===== config.mk =====
export PLATFORM = sky130hd
export DESIGN_NAME = pipe_pool_ring_fifo
export DESIGN_NICKNAME = d
export VERILOG_FILES = /design/src/pprf_pkg.sv /design/src/pipe_pool_ring_fifo.sv /design/src/pprf_front.sv /design/src/pprf_queue.sv /design/src/pprf_back.sv
export VERILOG_INCLUDE_DIRS = /design/src /design/src/src
export SDC_FILE = /design/constraint.sdc
export NUM_CORES = 1
export LEC_CHECK = 0
export BUFFER_PORTS_ARGS = -buffer_cell sky130_fd_sc_hd__clkbuf_2
export CAP_MARGIN = 20
export CORE_MARGIN = 5
export CORE_UTILIZATION = 55
export DETAILED_ROUTE_END_ITERATION = 7
export PLACE_DENSITY_LB_ADDON = 0.05
export SYNTH_ARGS = -nofsm -noshare
export SYNTH_HDL_FRONTEND = slang
export SYNTH_HIERARCHICAL = 1
export SYNTH_SLANG_ARGS = --single-unit

===== constraint.sdc =====
create_clock -name clk -period 8.4 [get_ports clk]
set_input_delay 2.1 -clock clk [delete_from_list [all_inputs] [get_ports clk]]
set_output_delay 2.1 -clock clk [all_outputs]
set_load 0.02 [all_outputs]

===== src/pipe_pool_ring_fifo_assert.svh =====
// Assertion macros for the ring FIFO pool.
// Each macro expects clk and rst_n in the scope where it is used.
`ifndef PIPE_POOL_RING_FIFO_ASSERT_SVH
`define PIPE_POOL_RING_FIFO_ASSERT_SVH

// Same-cycle implication.
`define PPRF_ASSERT_IMPL(label, ante, cons, msg) \
  label: assert property (@(posedge clk) disable iff (!rst_n) (ante) |-> (cons)) \
    else $error(msg);

// Next-cycle implication.
`define PPRF_ASSERT_NEXT(label, ante, cons, msg) \
  label: assert property (@(posedge clk) disable iff (!rst_n) (ante) |=> (cons)) \
    else $error(msg);

`endif


===== src/pprf_pkg.sv =====
// Shared types and constants for the ring FIFO pool.
// No dependencies; used by every module of the block.
`timescale 1ns / 1ps

package pprf_pkg;

  localparam int FIFO_DEPTH  = 8;
  localparam int CHANNELS    = 4;
  localparam int MAX_RESULTS = 8;
  localparam int QUEUE_DEPTH = 2;

  localparam int BYTE_W = 8;
  localparam int CHAN_W = 2;
  localparam int MC_W   = 4;
  localparam int FILL_W = 4;

  localparam int CH_W  = (CHANNELS > 1) ? $clog2(CHANNELS) : 1;
  localparam int PTR_W = $clog2(FIFO_DEPTH);
  localparam int CNT_W = $clog2(FIFO_DEPTH + 1);
  localparam int AW    = (CHANNELS * FIFO_DEPTH > 1) ? $clog2(CHANNELS * FIFO_DEPTH) : 1;
  localparam int CMP_W = (CNT_W > MC_W) ? CNT_W : MC_W;
  localparam int QP_W  = (QUEUE_DEPTH > 1) ? $clog2(QUEUE_DEPTH) : 1;
  localparam int QC_W  = $clog2(QUEUE_DEPTH + 1);

  typedef enum logic [1:0] {
    OP_CREATE  = 2'd0,
    OP_DESTROY = 2'd1,
    OP_WRITE   = 2'd2,
    OP_READ    = 2'd3
  } op_t;

  typedef enum logic [2:0] {
    ST_OK       = 3'd0,
    ST_NO_FREE  = 3'd1,
    ST_INACTIVE = 3'd2,
    ST_EMPTY    = 3'd3,
    ST_FULL     = 3'd4
  } status_t;

  typedef struct packed {
    op_t               operation;
    logic [CHAN_W-1:0] channel;
    logic [BYTE_W-1:0] write_byte;
    logic [MC_W-1:0]   max_count;
  } in_item_t;

  typedef struct packed {
    status_t           status;
    logic [CHAN_W-1:0] channel_out;
    logic [BYTE_W-1:0] read_byte;
    logic [FILL_W-1:0] fill_level;
    logic              last;
  } out_item_t;

  typedef struct packed {
    op_t               op;
    logic [CHAN_W-1:0] chan;
    logic [CH_W-1:0]   ch;
    logic              ch_ok;
    logic [BYTE_W-1:0] wbyte;
    logic [MC_W-1:0]   max_count;
  } cmd_t;

  typedef struct packed {
    logic            reading;
    logic [MC_W-1:0] remaining;
  } bk_status_t;

endpackage


===== src/pipe_pool_ring_fifo.sv =====
// Top level of the ring FIFO pool: front end, command queue, back end.
// Depends on pprf_pkg, pprf_front, pprf_queue, pprf_back and the assert header.
`timescale 1ns / 1ps
`include "pipe_pool_ring_fifo_assert.svh"

// Pool of byte ring FIFOs. One input transaction on in_* carries a command:
// create, destroy, write one byte, or read up to max_count bytes. Results
// leave on out_*; every command yields one result, except a read that finds
// data, which yields one result per byte taken, the final one marked last.
// A command passes through the command queue and, once the back end is
// free, into the result register; a read instead yields its first byte
// after a registered read of the byte store. Create, destroy and write
// leave the back end free for the next command; a read holds it until its
// last byte is produced. A two-entry command queue lets the input keep
// taking commands while the back end is busy.
// Reset (rst_n low, synchronous) frees all channels and clears pointers
// and counts; stored bytes are not cleared.
// When the receiver asserts out_stall while a result is valid, the result register holds its
// transaction, the back end waits, and in_stall rises once the queue fills.

module pipe_pool_ring_fifo (
  input  logic                clk,
  input  logic                rst_n,
  input  logic                in_valid,
  output logic                in_stall,
  input  pprf_pkg::in_item_t  in_data,
  output logic                out_valid,
  input  logic                out_stall,
  output pprf_pkg::out_item_t out_data
);
  import pprf_pkg::*;

  logic       q_full, q_push, q_pop, q_valid;
  cmd_t       push_cmd, q_cmd;
  bk_status_t bk_stat;

  pprf_front u_front (
    .in_valid (in_valid),
    .in_stall (in_stall),
    .in_data  (in_data),
    .q_full   (q_full),
    .q_push   (q_push),
    .q_cmd    (push_cmd)
  );

  pprf_queue u_queue (
    .clk      (clk),
    .rst_n    (rst_n),
    .push     (q_push),
    .push_cmd (push_cmd),
    .full     (q_full),
    .pop      (q_pop),
    .q_valid  (q_valid),
    .q_cmd    (q_cmd)
  );

  pprf_back u_back (
    .clk       (clk),
    .rst_n     (rst_n),
    .q_valid   (q_valid),
    .q_cmd     (q_cmd),
    .q_pop     (q_pop),
    .out_valid (out_valid),
    .out_stall (out_stall),
    .out_data  (out_data),
    .bk_stat   (bk_stat)
  );

  `PPRF_ASSERT_IMPL(a_err_is_last, out_valid && out_data.status != ST_OK, out_data.last, "error result not marked last")
  `PPRF_ASSERT_NEXT(a_run_gapless, out_valid && !out_stall && !out_data.last, out_valid, "gap inside a read run")
  `PPRF_ASSERT_NEXT(a_read_fills, bk_stat.reading && !out_valid, out_valid, "read sequencer left output empty")
  `PPRF_ASSERT_IMPL(a_read_rem, bk_stat.reading, bk_stat.remaining != '0, "read sequencer with no bytes left")

endmodule


===== src/pprf_front.sv =====
// Front end: accepts input transactions, checks the channel and clamps the
// read count, and pushes a command into the queue. Depends on pprf_pkg.
`timescale 1ns / 1ps

module pprf_front (
  input  logic               in_valid,
  output logic               in_stall,
  input  pprf_pkg::in_item_t in_data,
  input  logic               q_full,
  output logic               q_push,
  output pprf_pkg::cmd_t     q_cmd
);
  import pprf_pkg::*;

  logic [MC_W-1:0] mc;

  always_comb begin
    mc = in_data.max_count;
    if (mc == '0) begin
      mc = MC_W'(1);
    end else if (32'(in_data.max_count) > MAX_RESULTS) begin
      mc = MC_W'(MAX_RESULTS);
    end
  end

  always_comb begin
    q_cmd.op        = in_data.operation;
    q_cmd.chan      = in_data.channel;
    q_cmd.ch        = CH_W'(in_data.channel);
    q_cmd.ch_ok     = 32'(in_data.channel) < CHANNELS;
    q_cmd.wbyte     = in_data.write_byte;
    q_cmd.max_count = mc;
  end

  assign in_stall = q_full;
  assign q_push   = in_valid && !q_full;

endmodule


===== src/pprf_queue.sv =====
// Short command queue between the front and back ends.
// Depends on pprf_pkg.
`timescale 1ns / 1ps

module pprf_queue (
  input  logic           clk,
  input  logic           rst_n,
  input  logic           push,
  input  pprf_pkg::cmd_t push_cmd,
  output logic           full,
  input  logic           pop,
  output logic           q_valid,
  output pprf_pkg::cmd_t q_cmd
);
  import pprf_pkg::*;

  cmd_t            ent_r [QUEUE_DEPTH];
  logic [QP_W-1:0] wr_ptr_r, wr_ptr_nxt;
  logic [QP_W-1:0] rd_ptr_r, rd_ptr_nxt;
  logic [QC_W-1:0] cnt_r, cnt_nxt;

  function automatic logic [QP_W-1:0] bump(input logic [QP_W-1:0] p);
    return (p == QP_W'(QUEUE_DEPTH - 1)) ? '0 : QP_W'(p + 1'b1);
  endfunction

  assign full    = cnt_r == QC_W'(QUEUE_DEPTH);
  assign q_valid = cnt_r != '0;
  assign q_cmd   = ent_r[rd_ptr_r];

  always_comb begin
    wr_ptr_nxt = push ? bump(wr_ptr_r) : wr_ptr_r;
    rd_ptr_nxt = pop ? bump(rd_ptr_r) : rd_ptr_r;
    cnt_nxt    = cnt_r;
    if (push && !pop) begin
      cnt_nxt = QC_W'(cnt_r + 1'b1);
    end else if (pop && !push) begin
      cnt_nxt = QC_W'(cnt_r - 1'b1);
    end
  end

  always_ff @(posedge clk) begin
    if (!rst_n) begin
      wr_ptr_r <= '0;
      rd_ptr_r <= '0;
      cnt_r    <= '0;
    end else begin
      wr_ptr_r <= wr_ptr_nxt;
      rd_ptr_r <= rd_ptr_nxt;
      cnt_r    <= cnt_nxt;
    end
  end

  always_ff @(posedge clk) begin
    if (push) begin
      ent_r[wr_ptr_r] <= push_cmd;
    end
  end

endmodule


===== src/pprf_back.sv =====
// Back end: channel state, byte store and the read sequencer, feeding the
// result register. Depends on pprf_pkg.
`timescale 1ns / 1ps

module pprf_back (
  input  logic                  clk,
  input  logic                  rst_n,
  input  logic                  q_valid,
  input  pprf_pkg::cmd_t        q_cmd,
  output logic                  q_pop,
  output logic                  out_valid,
  input  logic                  out_stall,
  output pprf_pkg::out_item_t   out_data,
  output pprf_pkg::bk_status_t  bk_stat
);
  import pprf_pkg::*;

  typedef enum logic [1:0] {
    S_IDLE = 2'b01,
    S_READ = 2'b10
  } state_t;

  state_t            state_r, state_nxt;
  logic [CHANNELS-1:0] active_r, active_nxt;
  logic [PTR_W-1:0]  wp_r [CHANNELS];
  logic [PTR_W-1:0]  wp_nxt [CHANNELS];
  logic [PTR_W-1:0]  rp_r [CHANNELS];
  logic [PTR_W-1:0]  rp_nxt [CHANNELS];
  logic [CNT_W-1:0]  cnt_r [CHANNELS];
  logic [CNT_W-1:0]  cnt_nxt [CHANNELS];
  logic [CH_W-1:0]   cur_ch_r, cur_ch_nxt;
  logic [MC_W-1:0]   rem_r, rem_nxt;

  logic [BYTE_W-1:0] mem_r [CHANNELS * FIFO_DEPTH];
  logic [BYTE_W-1:0] rd_data_r;
  logic              mem_we;
  logic [AW-1:0]     wr_addr, rd_addr;
  logic [PTR_W-1:0]  rd_ptr;

  logic              out_valid_r;
  out_item_t         out_data_r, res;
  logic              produce, slot_free;

  logic [CH_W-1:0]   sel_ch, free_idx;
  logic              free_found;
  logic [CNT_W-1:0]  sel_cnt;
  logic [PTR_W-1:0]  sel_wp, sel_rp;
  logic [CMP_W-1:0]  cnt_x, mc_x;
  logic [MC_W-1:0]   take;

  function automatic logic [PTR_W-1:0] bump(input logic [PTR_W-1:0] p);
    return (p == PTR_W'(FIFO_DEPTH - 1)) ? '0 : PTR_W'(p + 1'b1);
  endfunction

  function automatic logic [AW-1:0] mem_addr(input logic [CH_W-1:0] c,
                                             input logic [PTR_W-1:0] p);
    return AW'(AW'(c) * AW'(FIFO_DEPTH)) + AW'(p);
  endfunction

  assign slot_free = !out_valid_r || !out_stall;
  assign sel_ch    = (state_r == S_READ) ? cur_ch_r : q_cmd.ch;
  assign sel_cnt   = cnt_r[sel_ch];
  assign sel_wp    = wp_r[sel_ch];
  assign sel_rp    = rp_r[sel_ch];
  assign cnt_x     = CMP_W'(sel_cnt);
  assign mc_x      = CMP_W'(q_cmd.max_count);
  assign take      = (cnt_x < mc_x) ? MC_W'(cnt_x) : q_cmd.max_count;
  assign q_pop     = q_valid && (state_r == S_IDLE) && slot_free;

  always_comb begin
    free_found = 1'b0;
    free_idx   = '0;
    for (int i = CHANNELS - 1; i >= 0; i--) begin
      if (!active_r[i]) begin
        free_found = 1'b1;
        free_idx   = CH_W'(i);
      end
    end
  end

  always_comb begin
    state_nxt  = state_r;
    active_nxt = active_r;
    wp_nxt     = wp_r;
    rp_nxt     = rp_r;
    cnt_nxt    = cnt_r;
    cur_ch_nxt = cur_ch_r;
    rem_nxt    = rem_r;
    mem_we     = 1'b0;
    rd_ptr     = sel_rp;
    produce    = 1'b0;
    res        = '0;
    res.status = ST_OK;
    res.last   = 1'b1;

    if (q_pop) begin
      res.channel_out = q_cmd.chan;
      case (q_cmd.op)
        OP_CREATE: begin
          produce         = 1'b1;
          res.channel_out = '0;
          if (free_found) begin
            active_nxt[free_idx] = 1'b1;
            wp_nxt[free_idx]     = '0;
            rp_nxt[free_idx]     = '0;
            cnt_nxt[free_idx]    = '0;
            res.channel_out      = CHAN_W'(free_idx);
          end else begin
            res.status = ST_NO_FREE;
          end
        end
        OP_DESTROY: begin
          produce = 1'b1;
          if (q_cmd.ch_ok) begin
            active_nxt[q_cmd.ch] = 1'b0;
          end else begin
            res.status = ST_INACTIVE;
          end
        end
        OP_WRITE: begin
          produce = 1'b1;
          if (!(q_cmd.ch_ok && active_r[q_cmd.ch])) begin
            res.status = ST_INACTIVE;
          end else if (sel_cnt == CNT_W'(FIFO_DEPTH)) begin
            res.status     = ST_FULL;
            res.fill_level = FILL_W'(FIFO_DEPTH);
          end else begin
            mem_we            = 1'b1;
            wp_nxt[q_cmd.ch]  = bump(sel_wp);
            cnt_nxt[q_cmd.ch] = CNT_W'(sel_cnt + 1'b1);
            res.fill_level    = FILL_W'(CNT_W'(sel_cnt + 1'b1));
          end
        end
        OP_READ: begin
          if (!(q_cmd.ch_ok && active_r[q_cmd.ch])) begin
            produce    = 1'b1;
            res.status = ST_INACTIVE;
          end else if (sel_cnt == '0) begin
            produce    = 1'b1;
            res.status = ST_EMPTY;
          end else begin
            state_nxt  = S_READ;
            cur_ch_nxt = q_cmd.ch;
            rem_nxt    = take;
          end
        end
        default: begin
          produce = 1'b0;
        end
      endcase
    end else if (state_r == S_READ && slot_free) begin
      produce           = 1'b1;
      res.channel_out   = CHAN_W'(cur_ch_r);
      res.read_byte     = rd_data_r;
      res.fill_level    = FILL_W'(CNT_W'(sel_cnt - 1'b1));
      res.last          = rem_r == MC_W'(1);
      cnt_nxt[cur_ch_r] = CNT_W'(sel_cnt - 1'b1);
      rp_nxt[cur_ch_r]  = bump(sel_rp);
      rd_ptr            = bump(sel_rp);
      rem_nxt           = MC_W'(rem_r - 1'b1);
      if (rem_r == MC_W'(1)) begin
        state_nxt = S_IDLE;
      end
    end
  end

  assign wr_addr = mem_addr(q_cmd.ch, sel_wp);
  assign rd_addr = mem_addr(sel_ch, rd_ptr);

  always_ff @(posedge clk) begin
    if (mem_we) begin
      mem_r[wr_addr] <= q_cmd.wbyte;
    end
    rd_data_r <= mem_r[rd_addr];
  end

  always_ff @(posedge clk) begin
    if (!rst_n) begin
      state_r     <= S_IDLE;
      active_r    <= '0;
      cur_ch_r    <= '0;
      rem_r       <= '0;
      out_valid_r <= 1'b0;
      for (int i = 0; i < CHANNELS; i++) begin
        wp_r[i]  <= '0;
        rp_r[i]  <= '0;
        cnt_r[i] <= '0;
      end
    end else begin
      state_r    <= state_nxt;
      active_r   <= active_nxt;
      cur_ch_r   <= cur_ch_nxt;
      rem_r      <= rem_nxt;
      wp_r       <= wp_nxt;
      rp_r       <= rp_nxt;
      cnt_r      <= cnt_nxt;
      if (produce) begin
        out_valid_r <= 1'b1;
      end else if (!out_stall) begin
        out_valid_r <= 1'b0;
      end
    end
  end

  always_ff @(posedge clk) begin
    if (produce) begin
      out_data_r <= res;
    end
  end

  assign out_valid         = out_valid_r;
  assign out_data          = out_data_r;
  assign bk_stat.reading   = state_r == S_READ;
  assign bk_stat.remaining = rem_r;

endmodule

# == Word-level counts from Yosys, hierarchy flattened ==
# Memories as Yosys holds them, arrays and structs flattened. A register that Yosys moved wholly into a read port is not among the register bits.
# Index checks and enable logic that the tools add are counted.
# totals
ram_bits,292
latch_bits,0
register_bits,75
mem_count,2
input_bits,20
output_inout_bits,20
romBits,0
# op_classes
multipliers,0
n_shift,0
magnitude_cmp,13
addsub,11
bitwise_logic,14
muxes,111
reduce_logical,36
eq_ne,24
div,0
# memory_table
name,depth,word_bits,read_ports,rd_clocked_by_memory_dff,write_ports,line,source
u_back.mem_r,32,8,1,1,1,pprf_back.sv:34,logic [BYTE_W-1:0] mem_r [CHANNELS * FIFO_DEPTH];
u_queue.ent_r,2,18,1,1,1,pprf_queue.sv:17,cmd_t ent_r [QUEUE_DEPTH];
# op_table
op,n
$mux 12,7
$mux 16,5
$mux 4,19
$mux 3,14
$mux 2,18
$bwmux 16,2
$pmux 16 s2,1
$mux 1,26
$and 12x12->12,2
$bwmux 12,2
$demux 4 s2,3
$pmux 12 s2,1
$demux 3 s2,3
$and 16x16->16,1
$ne 2x1->1 const B,8
$not 16->16,1
$mux 15,1
$reduce_and 5->1,3
$bmux 3 s2,2
$ge 3x3->1 const B,4
$not 12->12,1
$not 2->3,4
$pmux 3 s4,1
$reduce_and 4->1,3
40 further kinds,77

# == Longest topological paths before layout ==
# Gate-level depths: netlist of the first run.
# logic_depth
ltp_word,14
depth_mapped,18
mapped_depth_nobuf,12

# == Hierarchy ==
# The synthesis of the first run kept the hierarchy.
# by_module_without_submodules
module,area_each_um2,n_inst,cells_per_inst
pprf_back,14760.4,1,1064
pprf_queue,1592.8,1,81
pprf_front,160.2,1,23

# == Worst setup path after synthesis of the first run ==
# Ideal clock, no wire load.
# synth_path
path_type,input to register
start,input port out_stall
end,"register u_back.out_data_r (netlist bit u_back/out_data[0]), enable pin"
setup_ps,399
slack_ps,3948
cell_stages,9
t_required_ps,8001
t_arrival_ps,4053
path_cell_list,nand2_1 > clkbuf_1 > nand2b_1 > inv_1 > clkbuf_1 > nand4_1 > nor2_1 > buf_2 > a21oi_1
# synth_between
elab_chain_len,5
word_cells_on_any_way,6
cone_classes,mux: 2; reduce/logical: 4
# synth_rtl
element,line,source
"start, declared",pipe_pool_ring_fifo.sv:28,"input logic out_stall,"
$logic_not 1->1 *,pprf_back.sv:60,assign slot_free = !out_valid_r || !out_stall;
$logic_or 1x1->1 *,pprf_back.sv:60,
$logic_and 1x1->1,pprf_back.sv:151,end else if (state_r == S_READ && slot_free) begin
$mux 1,pprf_back.sv:151,
$mux 1 *,pprf_back.sv:96,if (q_pop) begin
via u_back.produce,pprf_back.sv:42,"logic produce, slot_free;"
"end signal, assigned",pprf_back.sv:207,out_data_r <= res;
"end, declared",pprf_back.sv:41,"out_item_t out_data_r, res;"
# The timed path passes the listed nets; every way through them passes the cells marked *.
# A chain may end at the register's enable or synchronous reset.

# == Worst setup path after layout of the first run ==
# layout_path
start,input port out_stall
end,register u_back.rd_data_r[7] (read register of u_back.mem_r)
# layout_between
elab_chain_len,6
word_cells_on_any_way,7
cone_classes,add/sub: 1; mux: 2; reduce/logical: 4
# layout_rtl
element,line,source
$logic_not 1->1 *,pprf_back.sv:60,
$logic_or 1x1->1 *,pprf_back.sv:60,
$logic_and 1x1->1,pprf_back.sv:151,
$mux 3,pprf_back.sv:151,
$mux 3 *,pprf_back.sv:96,
$add 5x3->5 *,pprf_back.sv:57,return AW'(AW'(c) * AW'(FIFO_DEPTH)) + AW'(p);
"end, declared",pprf_back.sv:35,logic [BYTE_W-1:0] rd_data_r;
# Every way passes the cells marked *; elsewhere a longest branch is shown, timed or not.

==> results.ini, run 1 <==
[clock_tree]
cts-root-buf = clkbuf_16
worst_skew_pair.late_latency_ns = 0.52
hold_buffers = 0
cts.htree.levels = 2
cts_resized = 0
cts_buffers = 39
cts_tree = built
postCtsSetupRepairBufs = 0
clkTransAtPathRegs_ns = 0.06
ctsLongestPathBuffers = 3
cts_sinks = 378

[grt]
grt_pass1_wl_mm = 59.5
grt_pass1_vias = 9820
grt_usage = 0.233
grt_max_degree = 57
gr-total-overflow = 0
antenna_found_initial = 0

[logic_synthesis]
synth-edff-count = 312
synthesis.nets = 1203
syn_inst = 1168
yosys.area.top_type = edfxtp_1
syn-cell-area_mm2 = 0.0165
ys_top_cells_by_area = edfxtp_1 (57%), dfxtp_1 (8.0%), mux4_2 (4.5%), mux2i_1 (4.3%), nor2_1 (2.3%)
yosysUniqueCellTypes = 79
synth_ff_type = edfxtp_1
synth_top_area_frac = 0.567
synthArstFlopShare = 0
ys_ff_latch = 378
syn_avg_cell_area_um2 = 14.1
ys_seq_area_frac = 0.647
yosys_warnings = 6

[drt]
wl_mm = 39.2
drcViolationCount = 0
drt_iter0_drc = 1075
wl_met1_mm = 17.3
wl_met2_mm = 18.5
dr.pass1.iters = 6
met3_length_mm = 2.67
detail-route-antenna-nets = 0
avgRoutedWirePerCell_um = 24.4
vias = 10100
highest-signal-layer = met4
vias_per_cell = 6.28

[floorplanning]
core_area_mm2 = 0.0296
fp.dieArea_mm2 = 0.0336
initial_utilization = 0.557
num_rows = 63
die_w_um = 183
die-height_um = 183
ios = 40

[critical_path]
cp.arrival_ns = 5.72
worst_path_most_repeated_cell = nand2_1
critical-path-slowest-cell = o221ai_4
crit_path_end = u_back/rd_data_r[7]$_DFF_P_
r2r_slack_ns = 3.16
cpLargestDelayFamily = simple AND/OR/NAND/NOR gates
critPathBufInv = 2
worst_setup_path_start_kind = input pin
cp_cell_sequence = clkbuf_2, nand2_1, nand2_1, nand2_1, o221ai_4, buf_4, mux2i_1, o22ai_1, nor4_1, nand4_1
critPathCaptureType = flip-flop
crit_type = in -> reg
required_ns = 8.76
startpoint = out_stall
max_stage_delay_ns = 0.93
r2r_cells = 9
cp.depth = 10
worstReg2RegEnd = u_back/mem_r[7][3]$_DFFE_PP_
crit_fanout = 24

[timing]
fin_crit_ns = 5.36
finalCritPeriodShare = 0.638
skew_ns = 0.0106
tightest_slew_ns = 1.13
hold_viol_final = 0
rsz0062_at_grt = no
setup_viol = 0
whs_ns = 0.471
slew_viol_final = 0
relSlewSlack = 0.241
setup-tns-final_ns = 0
fmax_mhz = 187

[flow_run]
drv_cap = 0

[cells_and_area]
final_common_cell = edfxtp_1
mostFrequentLayoutCells = edfxtp_1 (312), nor2_1 (103), nand2_1 (82), mux2i_1 (71), dfxtp_1 (66)
drive_gt1_frac = 0.162
syn_to_final_growth_pct = 8.66
utilization = 0.605
num_antenna_cells = 0
nets = 1221

[place]
place_congestion = 0.878
hpwl_mm = 25.7
io_buffers = 39

[power_and_ir_drop]
p_per_area_mw_per_mm2 = 274
leakage_nw = 5.75
ir_drop_mv = 0.253

[worst_hold_path]
hp-start = u_back/wp_r[9]$_SDFFE_PN0P_
hold_class = reg -> reg

[status]
status = finished clean

[power by group]
group | total (mW) | internal (mW) | switching, mW
Sequential | 2.30 | 2.26 | 0.0480
Combinational | 1.00 | 0.284 | 0.721
Clock | 1.60 | 0.916 | 0.685
[layout make-up]
| cell class | instances | area [um2] |
|---|---|---|
| Fill cell | 2367 | 11700 |
| Sequential cell | 378 | 10700 |
| Multi-Input combinational cell | 692 | 5220 |
| Clock buffer | 45 | 998 |
| Tap cell | 390 | 488 |
| Timing Repair Buffer | 45 | 253 |
| Clock inverter | 25 | 181 |
| Inverter | 30 | 113 |
[registers in the layout, indices dropped and copies added, names as in the netlist, named ones only]
| name | flops |
|---|---|
| u_back/active_r | 4 |
| u_back/mem_r | 256 |
| u_back/rp_r | 12 |
| u_back/cur_ch_r | 2 |
| u_queue/cnt_r | 2 |
| u_queue/wr_ptr_r | 1 |
| u_back/wp_r | 12 |
| u_queue/rd_ptr_r | 1 |
| u_back/rem_r | 4 |
| u_back/out_data | 18 |
| u_queue/ent_r | 38 |
| u_back/rd_data_r | 8 |
| u_back/state_r | 2 |
| u_back/cnt_r | 16 |
| u_back/out_valid | 1 |
[through the flow]
step	cells	setup WS [ns]	instance area [um2]	power, mW
after floorplan	1168	3.95	16500	3.01
after global placement	1535	2.58	16800	3.33
after detailed placement	1535	2.54	16800	3.34
after CTS	1605	3.05	17900	4.94
after global routing	1605	2.88	17900	5.11
final	1605	3.04	17900	4.91
[logic make-up (layout without fill, tap and decap cells)]
family | after synthesis | count (layout) | synth area share
multiplexers | 137 | 137 | 0.116
other | 1 | 1 | 0.000227
buffers and inverters | 98 | 145 | 0.0376
XOR/XNOR | 7 | 7 | 0.00371
adder cells (fa/ha/maj) | 15 | 15 | 0.0114
AO/OA/AOI/OAI | 222 | 222 | 0.0922
AND/OR/NAND/NOR | 310 | 310 | 0.0915
flip-flops | 378 | 378 | 0.647
[tightest hold or removal path, cell delays in order (launching register included)]
cell     delay [ns]
dfxtp_1        0.31
nand3_1        0.05
o21ai_0        0.06
[cell usage after synthesis, types with 4 or more instances]
master    number
edfxtp_1     312
a32oi_1       10
nand2b_1      18
nor3_1         8
nand4_1       13
o21a_1         5
nor2b_1        7
o21ai_1       11
a32o_1         4
a21oi_1       49
clkbuf_1      20
o22ai_1       43
o211ai_1       4
dfxtp_1       66
buf_4         19
ha_1          15
mux4_2        33
mux2i_1       71
a22oi_1       13
and3_1        15
or2_2          5
nand3_1       20
a211oi_1       8
xnor2_1        4
or3_1          5
mux4_1         6
a31oi_1        4
mux2_2        27
nor4_1         8
o21ai_0       31
and2_1         7
buf_2          6
a21o_1         5
buf_6         15
nand2_1       82
nor2_1       103
inv_1         28
[metal layers]
metal  up-vias  GRT usage
met3        55     0.0381
met5         -          0
met1      5108      0.346
met2       381      0.371
met4         0     0.0474
li1       4530          -
[worst min-delay path by stage]
stage / to / slack, ns / depth (start not counted)
finish: u_back/wp_r[9]$_SDFFE_PN0P_ / 0.47 / 2
global route: u_back/wp_r[6]$_SDFFE_PN0P_ / 0.48 / 2
CTS: u_back/cnt_r[5]$_SDFFE_PN0P_ / 0.46 / 2
detailed placement: u_back/cnt_r[5]$_SDFFE_PN0P_ / 0.45 / 2
global placement: u_back/cnt_r[5]$_SDFFE_PN0P_ / 0.45 / 2
floorplan: u_back/cnt_r[5]$_SDFFE_PN0P_ / 0.43 / 2
No activity file was read; power rests on OpenSTA's default activity.
==> run 2: changes to the inputs <==
- clock period: 8.4 -> 5 ns (I/O delays scaled with it)
==> run 2 against run 1 <==
Against the previous run:
- non-clock buffer count rose by 24
- sequential power rose by 68%
- sequential cell count did not move
- utilization rose by 1.3 points
- via count fell by 1.3%
- die area did not move
- sequential share of layout area fell by 1.2 points
- critical path depth rose by 3
- design area rose by 2.1%
- power rose by 76%
- worst setup slack got worse by 2.1 ns
- critical path type is now reg -> reg
- largest cell class unchanged
==> results.ini, run 2 (synthesized netlist as in run 1, its figures left out) <==
[drt]
drcViolationCount = 0  ; unchanged
detail-route-antenna-nets = 0  ; unchanged
avgRoutedWirePerCell_um = 23.2  ; -5.1%
dr.pass1.iters = 5  ; -1
vias_per_cell = 6.10  ; -2.8%
vias = 9948  ; -1.3%
drt_iter0_drc = 934  ; -13%
wl_mm = 37.8  ; -3.6%

[timing]
relSlewSlack = 0.355  ; +0.115
slew_viol_final = 0  ; unchanged
hold_viol_final = 0  ; unchanged
fmax_mhz = 245
setup_viol = 0  ; unchanged
fin_crit_ns = 4.07
setup-tns-final_ns = 0  ; unchanged
rsz0062_at_grt = no
finalCritPeriodShare = 0.815
tightest_slew_ns = 0.963  ; -0.167 ns
skew_ns = 0.0120  ; +0.00138 ns

[critical_path]
crit_type = reg -> reg
worst_setup_path_start_kind = flip-flop
crit_fanout = 29  ; +21%
required_ns = 5.38  ; -3.38 ns
max_stage_delay_ns = 0.46  ; -0.47 ns
critical-path-slowest-cell = mux2_2
cp_cell_sequence = mux2_2, a21oi_4, mux2i_1, mux2i_1, ha_1, and3_1, o211a_1, nor4_4, buf_4, mux4_1, mux2_2, nand2_1, nand4_1
cp.arrival_ns = 4.46  ; -1.26 ns
critPathCaptureType = flip-flop

[clock_tree]
cts_buffers = 39  ; unchanged
ctsLongestPathBuffers = 3  ; unchanged
postCtsSetupRepairBufs = 0  ; unchanged
cts_tree = built
cts-root-buf = clkbuf_16
cts_resized = 0  ; unchanged
hold_buffers = 0  ; unchanged
cts.htree.levels = 2  ; unchanged
worst_skew_pair.late_latency_ns = 0.53  ; about the same
cts_sinks = 378  ; unchanged
clkTransAtPathRegs_ns = 0.06  ; about the same

[flow_run]
drv_cap = 0  ; unchanged

[floorplanning]
num_rows = 63  ; unchanged
core_area_mm2 = 0.0296  ; unchanged
die_w_um = 183  ; unchanged
fp.dieArea_mm2 = 0.0336  ; unchanged
ios = 40  ; unchanged
initial_utilization = 0.557  ; unchanged
die-height_um = 183  ; unchanged

[place]
io_buffers = 39  ; unchanged
place_congestion = 0.928  ; +5.6%
hpwl_mm = 25.5  ; -0.58%
dpl.cell_count = 1559  ; +1.6%
place_area_mm2 = 0.0170  ; +1.1%

[grt]
grt_usage = 0.226  ; -0.00653
gr-total-overflow = 0  ; unchanged
grt_pass1_vias = 9642  ; -1.8%
antenna_found_initial = 0  ; unchanged
grt_max_degree = 38  ; -33%
grt_pass1_wl_mm = 57.9  ; -2.7%

[cells_and_area]
multi_input_area_mm2 = 0.00522  ; unchanged
largest-register = u_back/mem_r
nets = 1245  ; +2.0%
seqCellArea_mm2 = 0.0107  ; unchanged
syn_to_final_growth_pct = 11.0
largest_reg_flops = 256  ; unchanged
final_common_cell = edfxtp_1
num_antenna_cells = 0  ; unchanged
drive_gt1_frac = 0.182  ; +0.0200
design_area_mm2 = 0.0183  ; +2.1%
fillCellCount = 2348  ; -0.80%
final_cells = 1631  ; +1.6%
mostFrequentLayoutCells = edfxtp_1 (312), nor2_1 (103), nand2_1 (82), mux2i_1 (71), dfxtp_1 (66)

[power_and_ir_drop]
p_per_area_mw_per_mm2 = 471  ; +72%
leakage_nw = 5.96  ; +3.6%
ir_drop_mv = 0.359  ; +42%

[worst_hold_path]
hold_class = reg -> reg

[status]
status = finished clean

-- run 2: cell count changes in the layout (fill, tap and decap cells not counted), sizes merged --
cell / delta
bufinv: +4
clkinv: -9
buf: +24
inv: +1
clkbuf: +6
-- run 2: cell type report --
class | count | share of cell area
Sequential cell | 378 | 0.583
Timing Repair Buffer | 69 | 0.0243
Inverter | 30 | 0.00615
Clock inverter | 21 | 0.0150
Multi-Input combinational cell | 692 | 0.285
Tap cell | 390 | 0.0266
Clock buffer | 51 | 0.0597
-- run 2: path summary, 6_finish.rpt --
check | from | endpoint | slack [ns] | cells past startpoint
setup / recovery | flip-flop | u_back/rd_data_r[7]$_DFF_P_ | 0.93 | 13
hold / removal | u_back/wp_r[6]$_SDFFE_PN0P_ | u_back/wp_r[6]$_SDFFE_PN0P_ | 0.46 | 2
setup reg to reg | flip-flop | u_back/rd_data_r[7]$_DFF_P_ | 0.93 | 13
hold reg to reg | u_back/wp_r[6]$_SDFFE_PN0P_ | u_back/wp_r[6]$_SDFFE_PN0P_ | 0.46 | 2
-- run 2: report_power, final --
group / leakage (nW) / total (mW) / switching (mW) / internal [mW]
sequential: 3.37 / 3.86 / 0.0730 / 3.79
clock: 0.660 / 3.03 / 1.16 / 1.86
combinational: 1.93 / 1.75 / 1.22 / 0.533
total: 5.96 / 8.64 / 2.45 / 6.18
-- run 2: worst max-delay path, delay by kind of cell (launching register included) --
kind,cells,cell delay (ns)
mux,5,1.67
simple gates,4,0.71
compound gates,2,0.51
buf+inv,1,0.41
flops,1,0.39
fa+ha+maj,1,0.23
-- run 2: layer usage --
layer / vias to the layer above / part of all wire / global-route usage
li1: 4576 / - / -
met3: 59 / 0.074 / 0.0472
met5: - / 0 / 0
met2: 336 / 0.47 / 0.358
met1: 4977 / 0.44 / 0.328
met4: 0 / 0.018 / 0.0533
-- run 2: per-stage QoR --
step	worst slack, ns	utilization	hold WS (ns)	total power, mW
6_report	0.925	0.618	0.461	8.64
5_1_grt	0.669	0.618	0.471	9.00
4_1_cts	0.934	0.618	0.460	8.69
3_5_place_dp	0.805	0.572	0.452	5.66
3_3_place_gp	0.856	0.572	0.448	5.64
2_1_floorplan	0.759	-	0.429	5.06
